### config.mk
export PLATFORM = sky130hd
export DESIGN_NAME = hex_event_word_decoder
export DESIGN_NICKNAME = d
export VERILOG_FILES = /design/src/hev_pkg.sv /design/src/hev_in_stage.sv /design/src/hev_decode.sv /design/src/hev_out_stage.sv /design/src/hex_event_word_decoder.sv
export VERILOG_INCLUDE_DIRS = /design/src /design/src/src
export SDC_FILE = /design/constraint.sdc
export NUM_CORES = 1
export LEC_CHECK = 0
export ABC_AREA = 1
export BUFFER_PORTS_ARGS = -buffer_cell sky130_fd_sc_hd__buf_2
export CAP_MARGIN = 20
export CORE_MARGIN = 2
export CORE_UTILIZATION = 35
export DETAILED_ROUTE_END_ITERATION = 10
export SLEW_MARGIN = 20
export SYNTH_ARGS = -nofsm -noshare
export SYNTH_HDL_FRONTEND = slang
export SYNTH_SLANG_ARGS = --single-unit
### constraint.sdc
create_clock -name clk_i -period 8.1 [get_ports clk_i]
set_input_delay 0.81 -clock clk_i [delete_from_list [all_inputs] [get_ports clk_i]]
set_output_delay 0.81 -clock clk_i [all_outputs]
set_load 0.01 [all_outputs]
### src/hex_event_word_decoder_macros.svh
// Assertion macros used by hev_decode.
`ifndef HEX_EVENT_WORD_DECODER_MACROS_SVH
`define HEX_EVENT_WORD_DECODER_MACROS_SVH

// Check a property on every rising edge outside reset.
`define HEV_ASSERT(label, clk, rst_n, prop, msg) \
  label: assert property (@(posedge clk) disable iff (!(rst_n)) (prop)) else $error(msg);

// Check that a condition implies another in the next cycle.
`define HEV_ASSERT_NEXT(label, clk, rst_n, ante, cons, msg) \
  label: assert property (@(posedge clk) disable iff (!(rst_n)) (ante) |=> (cons)) \
    else $error(msg);

`endif

### src/hev_pkg.sv
`timescale 1ns / 1ps

package hev_pkg;

  typedef enum logic [1:0] {
    KIND_EVENT = 2'd0,
    KIND_WRAP  = 2'd1,
    KIND_BAD   = 2'd2,
    KIND_HALT  = 2'd3
  } kind_e;

  typedef struct packed {
    kind_e       kind;
    logic [6:0]  x_pos;
    logic [6:0]  y_pos;
    logic        polarity;
    logic        channel_bit;
    logic [31:0] time_stamp;
  } result_t;

  localparam logic [7:0]  CHAR_EIGHT     = 8'h38;
  localparam logic [3:0]  DIGIT_EIGHT    = 4'd8;
  localparam logic [31:0] WRAP_STEP      = 32'h0100_0000;

  localparam logic [3:0]  POS_IDLE       = 4'd0;
  localparam logic [3:0]  POS_SECOND     = 4'd1;
  localparam logic [3:0]  POS_STAMP_LAST = 4'd7;
  localparam logic [3:0]  POS_SKIP_LAST  = 4'd11;
  localparam logic [3:0]  POS_ADDR_LAST  = 4'd14;

  function automatic logic is_space(input logic [7:0] c);
    logic sp;
    sp = (c == 8'h20) || ((c >= 8'h09) && (c <= 8'h0D));
    return sp;
  endfunction

  function automatic logic [3:0] hex_value(input logic [7:0] c);
    logic [7:0] v;
    v = 8'h00;
    if ((c >= 8'h30) && (c <= 8'h39)) begin
      v = c - 8'h30;
    end else if ((c >= 8'h61) && (c <= 8'h66)) begin
      v = c - 8'h57;
    end else if ((c >= 8'h41) && (c <= 8'h46)) begin
      v = c - 8'h37;
    end
    return v[3:0];
  endfunction

endpackage

### src/hev_in_stage.sv
`timescale 1ns / 1ps

module hev_in_stage (
  input  logic       clk_i,
  input  logic       rst_ni,
  input  logic       in_valid_i,
  output logic       in_stall_o,
  input  logic [7:0] char_code_i,
  input  logic       out_free_i,
  output logic       step_o,
  output logic [7:0] char_o
);

  logic       valid_q, valid_d;
  logic [7:0] char_q;
  logic       accept;

  assign in_stall_o = valid_q && !out_free_i;
  assign accept     = in_valid_i && !in_stall_o;
  assign step_o     = valid_q && out_free_i;
  assign char_o     = char_q;

  always_comb begin
    valid_d = valid_q;
    if (accept) begin
      valid_d = 1'b1;
    end else if (step_o) begin
      valid_d = 1'b0;
    end
  end

  always_ff @(posedge clk_i or negedge rst_ni) begin
    if (!rst_ni) begin
      valid_q <= 1'b0;
    end else begin
      valid_q <= valid_d;
    end
  end

  always_ff @(posedge clk_i) begin
    if (accept) begin
      char_q <= char_code_i;
    end
  end

endmodule

### src/hev_decode.sv
`timescale 1ns / 1ps
`include "hex_event_word_decoder_macros.svh"

module hev_decode (
  input  logic             clk_i,
  input  logic             rst_ni,
  input  logic             step_i,
  input  logic [7:0]       char_i,
  input  logic [3:0]       allowance_i,
  output logic             res_valid_o,
  output hev_pkg::result_t res_o
);

  logic [3:0]  pos_q, pos_d;
  logic        wrap_q, wrap_d;
  logic [23:0] stamp_q, stamp_d;
  logic [11:0] addr_q, addr_d;
  logic [31:0] offset_q, offset_d;
  logic [3:0]  err_q, err_d;
  logic        halted_q, halted_d;
  logic [3:0]  d;
  logic [7:0]  y_byte;

  assign d      = hev_pkg::hex_value(char_i);
  assign y_byte = {addr_q[3:0], d};

  always_comb begin
    pos_d       = pos_q;
    wrap_d      = wrap_q;
    stamp_d     = stamp_q;
    addr_d      = addr_q;
    offset_d    = offset_q;
    err_d       = err_q;
    halted_d    = halted_q;
    res_valid_o = 1'b0;
    res_o       = '0;
    if (step_i && !halted_q && !hev_pkg::is_space(char_i)) begin
      if (pos_q == hev_pkg::POS_IDLE) begin
        if (char_i == hev_pkg::CHAR_EIGHT) begin
          pos_d   = hev_pkg::POS_SECOND;
          wrap_d  = 1'b0;
          stamp_d = '0;
          addr_d  = '0;
        end else begin
          res_valid_o = 1'b1;
          if (err_q < allowance_i) begin
            err_d      = err_q + 4'd1;
            res_o.kind = hev_pkg::KIND_BAD;
          end else begin
            halted_d   = 1'b1;
            res_o.kind = hev_pkg::KIND_HALT;
          end
        end
      end else if (pos_q == hev_pkg::POS_SECOND) begin
        wrap_d = (d == hev_pkg::DIGIT_EIGHT);
        pos_d  = pos_q + 4'd1;
      end else if (wrap_q) begin
        if (pos_q >= hev_pkg::POS_STAMP_LAST) begin
          offset_d         = offset_q + hev_pkg::WRAP_STEP;
          pos_d            = hev_pkg::POS_IDLE;
          wrap_d           = 1'b0;
          res_valid_o      = 1'b1;
          res_o.kind       = hev_pkg::KIND_WRAP;
          res_o.time_stamp = offset_d;
        end else begin
          pos_d = pos_q + 4'd1;
        end
      end else if (pos_q <= hev_pkg::POS_STAMP_LAST) begin
        stamp_d = {stamp_q[19:0], d};
        pos_d   = pos_q + 4'd1;
      end else if (pos_q <= hev_pkg::POS_SKIP_LAST) begin
        pos_d = pos_q + 4'd1;
      end else if (pos_q <= hev_pkg::POS_ADDR_LAST) begin
        addr_d = {addr_q[7:0], d};
        pos_d  = pos_q + 4'd1;
      end else begin
        res_valid_o       = 1'b1;
        res_o.kind        = hev_pkg::KIND_EVENT;
        res_o.x_pos       = {addr_q[10:8], addr_q[7:4]};
        res_o.y_pos       = y_byte[7:1];
        res_o.polarity    = addr_q[8];
        res_o.channel_bit = d[3];
        res_o.time_stamp  = offset_q + {8'h00, stamp_q};
        pos_d             = hev_pkg::POS_IDLE;
      end
    end
  end

  always_ff @(posedge clk_i or negedge rst_ni) begin
    if (!rst_ni) begin
      pos_q    <= hev_pkg::POS_IDLE;
      wrap_q   <= 1'b0;
      stamp_q  <= '0;
      addr_q   <= '0;
      offset_q <= '0;
      err_q    <= '0;
      halted_q <= 1'b0;
    end else begin
      pos_q    <= pos_d;
      wrap_q   <= wrap_d;
      stamp_q  <= stamp_d;
      addr_q   <= addr_d;
      offset_q <= offset_d;
      err_q    <= err_d;
      halted_q <= halted_d;
    end
  end

  `HEV_ASSERT(a_wrap_pos_bound, clk_i, rst_ni, !wrap_q || (pos_q <= hev_pkg::POS_STAMP_LAST), "wrap word position out of range")
  `HEV_ASSERT(a_quiet_when_halted, clk_i, rst_ni, !(halted_q && res_valid_o), "result while halted")
  `HEV_ASSERT_NEXT(a_halt_sticks, clk_i, rst_ni, halted_q || (res_valid_o && (res_o.kind == hev_pkg::KIND_HALT)), halted_q, "halt not held")

endmodule

### src/hev_out_stage.sv
`timescale 1ns / 1ps

module hev_out_stage (
  input  logic             clk_i,
  input  logic             rst_ni,
  input  logic             load_i,
  input  hev_pkg::result_t res_i,
  output logic             out_free_o,
  output logic             out_valid_o,
  input  logic             out_stall_i,
  output hev_pkg::result_t res_o
);

  logic             valid_q, valid_d;
  hev_pkg::result_t res_q;

  assign out_free_o  = !valid_q || !out_stall_i;
  assign out_valid_o = valid_q;
  assign res_o       = res_q;

  always_comb begin
    valid_d = valid_q;
    if (valid_q && !out_stall_i) begin
      valid_d = 1'b0;
    end
    if (load_i) begin
      valid_d = 1'b1;
    end
  end

  always_ff @(posedge clk_i or negedge rst_ni) begin
    if (!rst_ni) begin
      valid_q <= 1'b0;
    end else begin
      valid_q <= valid_d;
    end
  end

  always_ff @(posedge clk_i) begin
    if (load_i) begin
      res_q <= res_i;
    end
  end

endmodule

### src/hex_event_word_decoder.sv
`timescale 1ns / 1ps
// Decodes a hex text dump of address events one character per beat and accepts a new
// character every cycle unless the input is stalled. Each accepted character is held in
// the input register, and its result is loaded into the result register, which drives
// the outputs. The input stalls only while both registers hold a beat and the
// output is stalled. Whitespace is skipped, a word starting with a second 8 advances the
// time offset by 2^24, other words yield an event on their sixteenth character, and bad
// word starts are reported until the allowance in cfg_wdata_i runs out, after which the
// block reports a halt once and then stays silent until reset.
module hex_event_word_decoder (
  input  logic        clk_i,
  input  logic        rst_ni,
  input  logic        cfg_we_i,
  input  logic [3:0]  cfg_wdata_i,
  input  logic        in_valid_i,
  output logic        in_stall_o,
  input  logic [7:0]  char_code_i,
  output logic        out_valid_o,
  input  logic        out_stall_i,
  output logic [1:0]  kind_o,
  output logic [6:0]  x_pos_o,
  output logic [6:0]  y_pos_o,
  output logic        polarity_o,
  output logic        channel_bit_o,
  output logic [31:0] time_stamp_o
);

  logic [3:0]       allowance_val_q;
  logic             out_free;
  logic             step;
  logic [7:0]       char_s;
  logic             res_valid;
  hev_pkg::result_t res_s;
  hev_pkg::result_t res_out;

  always_ff @(posedge clk_i or negedge rst_ni) begin
    if (!rst_ni) begin
      allowance_val_q <= 4'd1;
    end else if (cfg_we_i) begin
      allowance_val_q <= cfg_wdata_i;
    end
  end

  hev_in_stage u_in (
    .clk_i       (clk_i),
    .rst_ni      (rst_ni),
    .in_valid_i  (in_valid_i),
    .in_stall_o  (in_stall_o),
    .char_code_i (char_code_i),
    .out_free_i  (out_free),
    .step_o      (step),
    .char_o      (char_s)
  );

  hev_decode u_dec (
    .clk_i       (clk_i),
    .rst_ni      (rst_ni),
    .step_i      (step),
    .char_i      (char_s),
    .allowance_i (allowance_val_q),
    .res_valid_o (res_valid),
    .res_o       (res_s)
  );

  hev_out_stage u_out (
    .clk_i       (clk_i),
    .rst_ni      (rst_ni),
    .load_i      (res_valid),
    .res_i       (res_s),
    .out_free_o  (out_free),
    .out_valid_o (out_valid_o),
    .out_stall_i (out_stall_i),
    .res_o       (res_out)
  );

  assign kind_o        = res_out.kind;
  assign x_pos_o       = res_out.x_pos;
  assign y_pos_o       = res_out.y_pos;
  assign polarity_o    = res_out.polarity;
  assign channel_bit_o = res_out.channel_bit;
  assign time_stamp_o  = res_out.time_stamp;

endmodule
==> reports/qor.csv, run 1 <==
stage,metric,value,unit
global_routing,grt_antenna_before_repair,0,
power_and_ir_drop,p_leak,2.796,nW
clock_network,htreeDepth,4,
route,vias,3609,
route,drt-pass1-iter-count,4,
cells_and_area,drive_above_1_share,25.42,%
setup_path,r2r_slack,5.41,ns
die,rows,44,
setup_path,cpLargestDelayFamily,simple AND/OR/NAND/NOR gates,
clock_network,clockBufferDepth,2,
global_routing,grt_pass1_wl,17020,um
setup_path,crit_end,u_out.res_o[18],
setup_path,crit_arrival,2.91,ns
clock_network,clkTransAtPathRegs,0.05,ns
power_and_ir_drop,clock_power_share,55.0,%
logic_synthesis,synthTopCellsByArea,"edfxtp_1 (32%), dfrtp_1 (28%), nand2_1 (5.9%), inv_1 (5.1%), nor2_1 (4.1%)",
route,drt-initial-drc-count,259,
power_and_ir_drop,combPwrFrac,2.2,%
clock_network,cts_resized,0,
global_routing,gr-total-overflow,0,
die,initial_core_util,35.98,%
sta,clock.fmax,372.1,MHz
run_status,status,"finished, final reports clean",
setup_path,ff2ff_path_depth,10,
logic_synthesis,yosys_register_bits,115,
logic_synthesis,synthSimpleGateAreaFrac,19.28,%
cells_and_area,layout_common_cells,"nand2_1 (82), inv_1 (72), buf_2 (68)",
power_and_ir_drop,switchingPower,0.2787,mW
logic_synthesis,synth-xor-area-share,1.001,%
power_and_ir_drop,ir_drop,0.0001487,V
sta,slew-limit-headroom,44.11,%
run,max_cap_viol_count,0,
setup_path,setup.worst_path.class,flip-flop to flip-flop,
logic_synthesis,syn-num-nets,542,
setup_path,end_kind,flip-flop,
setup_path,critPathMaxFanout,41,
sta,hold_viol_final,0,
logic_synthesis,synth-compound-area-share,8.582,%
power_and_ir_drop,power.internal,1.170,mW
logic_synthesis,synth_top_family_by_area,simple AND/OR/NAND/NOR gates,
die,core_area,14590,um^2
die,io_pins,69,
sta,finalCritPeriodShare,33.18,%
setup_path,startpoint,u_in.char_o[0],
min_path,hold_path_class,flip-flop to flip-flop,
route,routed_wl,10110,um
setup_path,crit_path_cell_trace,inv_1 > ha_1 > nand2_1 > nor2_1 > o21ai_1 > nand3_1 > nand2_4 > nor2_4 > nand3_2 > nor2_1,
route,wl_per_cell,12.93,um
global_routing,grt_max_degree,60,
clock_network,cts_root_buffer,clkbuf_16,
clock_network,cts_setup_buffers,0,
clock_network,tritoncts,done,
placed_design,io_buffers,68,
placed_design,placed_cell_area,5714,um^2
setup_path,crit_buf_inv,1,
logic_synthesis,yosys.area.top_type,edfxtp_1,
setup_path,timing.rr.start,u_in.char_o[0],
power_and_ir_drop,p_per_area,228.3,nW/um^2
global_routing,grt_pass1_vias,3619,
power_and_ir_drop,swShare,19.24,%
route,detail-route-antenna-nets,0,
route,drc,0,
sta,worstMarginPinSlew,0.8374,ns
clock_network,holdBufCountCts,0,
setup_path,crit_required,8.32,ns
setup_path,worst_r2r_endpoint,u_out.res_o[18],
route,vias_per_cell,4.615,
placed_design,gp_congestion,0.8114,
die,die_y,126.5,um
clock_network,cts.sinks,115,
logic_synthesis,seq_area_frac_synth,60.19,%
logic_synthesis,syn_area_per_cell,10.25,um^2
sta,rsz0062_at_grt,no,
sta,drv_slew,0,
logic_synthesis,synth_adder_area_share,3.099,%
clock_network,insertion_delay,0.41,ns
placed_design,dp_hpwl,6807,um
cells_and_area,diodes,0,
clock_network,cts_made_buffers,17,
global_routing,grtUsageTotal,13.48,%
sta,tns,0,ns
logic_synthesis,yosysUniqueCellTypes,34,
setup_path,slowest_stage,nand3_2,
setup_path,cp_slowest_stage_delay,0.65,ns
cells_and_area,nets,615,
die,die_area,15990,um^2
logic_synthesis,yosysWarnings,0,
cells_and_area,final_common_cell,nand2_1,
logic_synthesis,syn-cell-area,5249,um^2
die,die_w,126.5,um
sta,fin_ws,5.413,ns
sta,worst_clock_skew,0.009048,ns
power_and_ir_drop,seqPwrFrac,42.8,%
logic_synthesis,muxShareOfSynthArea,0,%
placed_design,place_ws,5.149,ns
cells_and_area,area.growth.synth_to_final,20.88,%
cells_and_area,post-route-cell-area,6345,um^2
logic_synthesis,yosys.area.top_type_share,32.04,%
setup_path,worst_path_most_repeated_cell,nor2_1,
logic_synthesis,synthCells,512,
setup_path,cp.depth,10,
sta,period_needed,2.687,ns
sta,setup_violations,0,
setup_path,critPathLaunchType,flip-flop,
[registers in the layout, summed over array words and instances (netlist names)]
| name | flops |
|---|---|
| u_dec.stamp_q | 24 |
| u_out.out_valid_o | 1 |
| u_dec.addr_q | 11 |
| u_dec.pos_q | 4 |
| u_dec.err_q | 4 |
| u_dec.offset_q | 8 |
| u_in.valid_q | 1 |
| u_in.char_o | 8 |
| u_dec.halted_q | 1 |
| u_out.res_o | 48 |
| allowance_val_q | 4 |
| u_dec.wrap_q | 1 |
[worst reg2reg max path, stage by stage, from the launching register on]
cell and delay (ns):
edfxtp_1 0.46, inv_1 0.14, ha_1 0.18, nand2_1 0.08, nor2_1 0.15, o21ai_1 0.08, nand3_1 0.12, nand2_4 0.11
nor2_4 0.16, nand3_2 0.65, nor2_1 0.39
[power groups by stage]
| stage | combinational, mW | sequential, mW | clock, mW |
|---|---|---|---|
| global route | 0.0372 | 0.620 | 0.844 |
| CTS | 0.0328 | 0.620 | 0.810 |
| finish | 0.0321 | 0.620 | 0.796 |
| global placement | 0.0318 | 0.631 | 0 |
| floorplan | 0.0177 | 0.630 | 0 |
| detailed placement | 0.0327 | 0.631 | 0 |
[synthesized netlist by cell type (all sizes together)]
cell type,count
nand2,92
inv,77
nor2,64
o21ai,60
dfrtp,58
edfxtp,56
nand3,45
buf,16
ha,13
a21oi,9
nor3,6
nand4,4
xnor2,4
o211ai,2
xor2,2
a21o,1
a31oi,1
dfstp,1
or2,1
[worst min path at each step]
stage          slack [ns]           start             end  cells after the start
2_1_floorplan        0.42  u_dec.halted_q  u_dec.halted_q                      2
3_3_place_gp         0.44  u_dec.halted_q  u_dec.halted_q                      2
3_5_place_dp         0.44  u_dec.halted_q  u_dec.halted_q                      2
4_1_cts              0.45  u_dec.halted_q  u_dec.halted_q                      2
5_1_grt              0.47  u_dec.halted_q  u_dec.halted_q                      2
6_report             0.45  u_dec.halted_q  u_dec.halted_q                      2
[logic make-up (layout without fill, tap and decap cells)]
family / after synthesis / in the layout
fa+ha+maj: 13 / 13
xor+xnor: 6 / 6
flops: 115 / 115
simple gates: 212 / 212
compound gates: 73 / 73
buf+inv: 93 / 179
[stage by stage]
stage	util (%)	hold slack (ns)	power, mW	instances
after floorplan	-	0.4218	0.6475	512
after global placement	39.17	0.4374	0.6625	750
after detailed placement	39.17	0.4387	0.6635	750
after CTS	43.46	0.4520	1.463	782
after global routing	43.49	0.4737	1.501	782
final	43.49	0.4493	1.448	782
[layer usage]
metal,track usage (%),part of all wire (%),vias up
li1,-,-,1816
met1,16.38,44,1696
met2,21.93,50,84
met3,4.513,5.1,13
met4,5.818,1.6,0
met5,0,0,-
[final cells by class]
class / count / area [um^2]
Timing Repair Buffer: 70 / 355.3
Clock buffer: 22 / 444.2
Inverter: 77 / 289.0
Fill cell: 1371 / 8244
Sequential cell: 115 / 3159
Tap cell: 184 / 230.2
Clock inverter: 10 / 181.4
Multi-Input combinational cell: 304 / 1685
No activity file was read; power rests on OpenSTA's default activity.
==> inputs of run 2 (changes only) <==
clock period = 2.52 ns   (was 8.1 ns; I/O delays follow)
==> run 2 against run 1 <==
First-iteration DRC count shrank 17%. Critical path type unchanged. Combinational power grew to 3.6 times the previous value. Sequential share of layout area shrank 1.1 points.
==> reports/qor.csv, run 2 (synthesis results as in run 1) <==
stage,metric,value,unit
cells_and_area,diodes,0,
sta,period_needed,2.264,ns
route,drt-pass1-iter-count,4,
sta,hold_viol_final,0,
route,drt-initial-drc-count,214,
sta,worst_clock_skew,0.008438,ns
placed_design,gp_congestion,0.8304,
power_and_ir_drop,ir_drop,0.0004421,V
setup_path,crit_end,u_out.res_o[30],
global_routing,grt_pass1_vias,3658,
clock_network,htreeDepth,4,
cells_and_area,final_cells,797,
setup_path,crit_arrival,2.36,ns
power_and_ir_drop,p_leak,2.863,nW
setup_path,crit_required,2.61,ns
placed_design,io_buffers,68,
clock_network,clockBufferDepth,2,
power_and_ir_drop,p_per_area,703.0,nW/um^2
run,max_cap_viol_count,0,
power_and_ir_drop,power,4.559,mW
route,vias_per_cell,4.612,
cells_and_area,post-route-cell-area,6485,um^2
setup_path,critPathMaxFanout,20,
setup_path,critPathLaunchType,flip-flop,
global_routing,grt_max_degree,41,
die,die_area,15990,um^2
global_routing,gr-total-overflow,0,
cells_and_area,final_common_cell,nand2_1,
sta,drv_slew,0,
setup_path,end_kind,flip-flop,
die,initial_core_util,35.98,%
sta,rsz0062_at_grt,no,
cells_and_area,largest_register_ffs,48,
run_status,status,"finished, final reports clean",
setup_path,timing.rr.start,u_in.char_o[0],
clock_network,clkTransAtPathRegs,0.05,ns
route,vias,3676,
global_routing,grt_antenna_before_repair,0,
clock_network,cts_root_buffer,clkbuf_16,
min_path,hold_path_class,primary input to flip-flop,
cells_and_area,area.growth.synth_to_final,23.55,%
sta,clock.fmax,441.7,MHz
die,die_y,126.5,um
cells_and_area,drive_above_1_share,25.94,%
sta,slew-limit-headroom,60.52,%
die,die_w,126.5,um
setup_path,r2r_slack,0.26,ns
clock_network,tritoncts,done,
clock_network,holdBufCountCts,8,
setup_path,startpoint,u_in.char_o[0],
die,core_area,14590,um^2
clock_network,cts_made_buffers,17,
clock_network,cts_setup_buffers,0,
clock_network,cts_resized,0,
cells_and_area,fillers,1380,
die,io_pins,69,
global_routing,grt_pass1_wl,17180,um
route,drc,0,
global_routing,grtUsageTotal,13.56,%
setup_path,setup.worst_path.class,flip-flop to flip-flop,
cells_and_area,layout_common_cells,"nand2_1 (82), inv_1 (72), buf_2 (68)",
sta,finalCritPeriodShare,89.84,%
placed_design,placed_cell_area,5804,um^2
route,routed_wl,10230,um
clock_network,insertion_delay,0.41,ns
setup_path,worst_r2r_endpoint,u_out.res_o[30],
clock_network,cts.sinks,115,
min_path,whs_path_depth,1,
cells_and_area,fin_util,44.45,%
cells_and_area,nets,630,
route,detail-route-antenna-nets,0,
placed_design,dp.cells,757,
sta,tns,0,ns
sta,worstMarginPinSlew,0.5922,ns
setup_path,ff2ff_path_depth,10,
sta,setup_violations,0,
min_path,hp-start,char_code_i[0],
route,wl_per_cell,12.83,um
die,rows,44,
placed_design,dp_hpwl,7030,um
[run 2: area by class of cell]
| class | instances | area [um^2] | share of cell area, % |
|---|---|---|---|
| multi-input cells | 304 | 1680 | 25.91 |
| well taps | 184 | 230.2 | 3.550 |
| repair buffers | 85 | 525.5 | 8.103 |
| inverters | 77 | 289.0 | 4.457 |
| clock buffers | 21 | 440.4 | 6.791 |
| clock inverters | 11 | 160.2 | 2.470 |
| flip-flops and latches | 115 | 3159 | 48.72 |
[run 2: worst min-delay path by stage]
stage,slack (ns),end
6_report,0.02,u_in.char_o[0]
5_1_grt,0.001,u_in.char_o[0]
4_1_cts,0.005,u_in.char_o[0]
3_5_place_dp,0.29,u_dec.addr_q[9]
3_3_place_gp,0.28,u_dec.addr_q[9]
2_1_floorplan,-0.04,allowance_val_q[1]
[run 2: per-stage QoR]
step | hold WS [ns] | setup WS [ns]
floorplan | -0.04359 | 0.1866
finish | 0.02118 | 0.2561
CTS | 0.005253 | 0.2684
detailed placement | 0.2905 | 0.2905
global placement | 0.2777 | 0.3657
global route | 0.001399 | 0.05294
[run 2: critical path: stages, from the launching register on]
cell,delay (ns)
edfxtp_1,0.42
inv_1,0.11
ha_1,0.22
o21ai_0,0.21
nand2_1,0.08
nand3_1,0.13
nand2_4,0.12
inv_1,0.11
nand3_1,0.11
nand2_2,0.13
buf_4,0.28
[run 2: report_power, final]
group          total (mW)  switching (mW)  internal (mW)
registers            1.99          0.0133           1.98
clock network        2.45           0.807           1.64
logic               0.117          0.0745         0.0421
total                4.56           0.895           3.66
[run 2: routing by layer]
metal	GRT usage [%]	vias to the layer above	share of wire (%)
li1	-	1845	-
met4	6.141	0	1.8
met5	0	-	0
met1	16.77	1719	46
met2	21.83	95	48
met3	4.218	17	4.9
==> inputs of run 3 (changes only) <==
CORE_MARGIN = not set   (was 2)
CORE_UTILIZATION = 40   (was 35)
==> run 3 against run 2 <==
Count of clock-buffer cells in the layout rose by 1. First-iteration DRC count rose by 2.8%. Setup slack improved by 0.11 ns. Register-to-register slack improved by 0.11 ns. Power fell by 0.77%. Via count fell by 0.90%. Sequential power barely moved. Clock power barely moved.
==> reports/qor.csv, run 3 (synthesis results as in run 1) <==
stage,metric,value,unit
run_status,status,"finished, final reports clean",
sta,drv_slew,0,
cells_and_area,fillers,1196,
power_and_ir_drop,p_per_area,705.7,nW/um^2
cells_and_area,largest_register_ffs,48,
setup_path,critPathLaunchType,flip-flop,
min_path,hold_path_class,primary input to flip-flop,
setup_path,crit_arrival,2.29,ns
setup_path,critPathMaxFanout,28,
global_routing,grt_max_degree,49,
route,drt-pass1-iter-count,4,
die,io_pins,69,
clock_network,htreeDepth,4,
clock_network,cts_made_buffers,17,
clock_network,cts_setup_buffers,0,
power_and_ir_drop,p_leak,2.828,nW
global_routing,grt_antenna_before_repair,0,
placed_design,place_ws,0.3748,ns
die,core_area,12720,um^2
placed_design,io_buffers,68,
die,die_w,116.6,um
die,initial_core_util,41.26,%
route,vias,3643,
sta,clock.fmax,464.9,MHz
sta,worstMarginPinSlew,0.5990,ns
clock_network,insertion_delay,0.41,ns
cells_and_area,final_common_cell,nand2_1,
global_routing,gr-total-overflow,0,
route,drc,0,
clock_network,tritoncts,done,
cells_and_area,area.growth.synth_to_final,22.12,%
sta,fin_ws,0.3691,ns
clock_network,holdBufCountCts,1,
cells_and_area,layout_common_cells,"nand2_1 (82), inv_1 (72), buf_2 (68)",
route,wl_per_cell,12.44,um
sta,setup_violations,0,
cells_and_area,multiInputGateArea,1680,um^2
sta,tns,0,ns
global_routing,grt_pass1_wl,16060,um
route,detail-route-antenna-nets,0,
setup_path,crit_required,2.66,ns
sta,period_needed,2.151,ns
clock_network,clockBufferDepth,2,
cells_and_area,diodes,0,
power_and_ir_drop,power,4.523,mW
sta,hold_viol_final,0,
cells_and_area,seqCellArea,3159,um^2
sta,finalCritPeriodShare,85.35,%
route,vias_per_cell,4.689,
cells_and_area,nets,622,
route,routed_wl,9662,um
sta,whs,0.02091,ns
run,max_cap_viol_count,0,
placed_design,gp_congestion,0.8536,
clock_network,cts_root_buffer,clkbuf_16,
die,die_y,116.6,um
sta,worst_clock_skew,0.008262,ns
clock_network,clkTransAtPathRegs,0.05,ns
route,drt-initial-drc-count,220,
global_routing,grtUsageTotal,15.82,%
cells_and_area,drive_above_1_share,26.45,%
global_routing,grt_pass1_vias,3507,
sta,rsz0062_at_grt,no,
die,rows,41,
clock_network,cts_resized,0,
sta,slew-limit-headroom,60.07,%
placed_design,dp_hpwl,6717,um
cells_and_area,fin_util,50.38,%
setup_path,setup.worst_path.class,flip-flop to flip-flop,
clock_network,cts.sinks,115,
power_and_ir_drop,ir_drop,0.0003527,V
setup_path,end_kind,flip-flop,
die,die_area,13580,um^2
[run 3: worst max-delay path: stages, from the launching register on]
cell      delay, ns
edfxtp_1       0.45
inv_1          0.14
ha_1           0.20
a21oi_1        0.09
nor3_1         0.18
nand3_1        0.15
nand2_4        0.15
nor2_4         0.07
nand3_2        0.07
buf_4          0.29
nor2_1         0.09
[run 3: per-stage QoR]
stage | instance area, um^2 | std cells
floorplan | 5251 | 512
detailed placement | 5794 | 744
global placement | 5794 | 744
global route | 6410 | 777
CTS | 6410 | 777
finish | 6410 | 777
[run 3: worst paths after layout]
| kind | startpoint | endpoint | slack, ns | cells past startpoint |
|---|---|---|---|---|
| max in group asynchronous | rst_ni | allowance_val_q[0] | 1.45 | 3 |
| min in group asynchronous | rst_ni | u_dec.addr_q[1] | 0.39 | 2 |
| setup / recovery | u_in.char_o[0] | u_out.res_o[18] | 0.37 | 10 |
| setup reg to reg | u_in.char_o[0] | u_out.res_o[18] | 0.37 | 10 |
| hold / removal | char_code_i[7] | u_in.char_o[7] | 0.02 | 1 |
| hold reg to reg | u_dec.halted_q | u_dec.halted_q | 0.46 | 2 |
[run 3: area by class of cell]
class,count,area share (%)
clock inverters,10,2.050
flip-flops and latches,115,49.29
clock buffers,22,7.398
repair buffers,77,7.183
inverters,77,4.509
well taps,172,3.357
multi-input cells,304,26.22
[run 3: report_power, final]
| group | leakage (nW) | internal [mW] | switching, mW |
|---|---|---|---|
| Sequential | 1.00 | 1.98 | 0.0117 |
| Combinational | 1.54 | 0.0351 | 0.0732 |
| Clock | 0.290 | 1.62 | 0.800 |
| Total | 2.83 | 3.64 | 0.885 |
[run 3: layer usage]
layer	wire [um]	vias up	track usage (%)
li1	-	1830	-
met1	4246	1711	19.05
met2	4837	89	26.27
met3	414	13	4.411
met4	164	0	7.511
met5	0	-	0
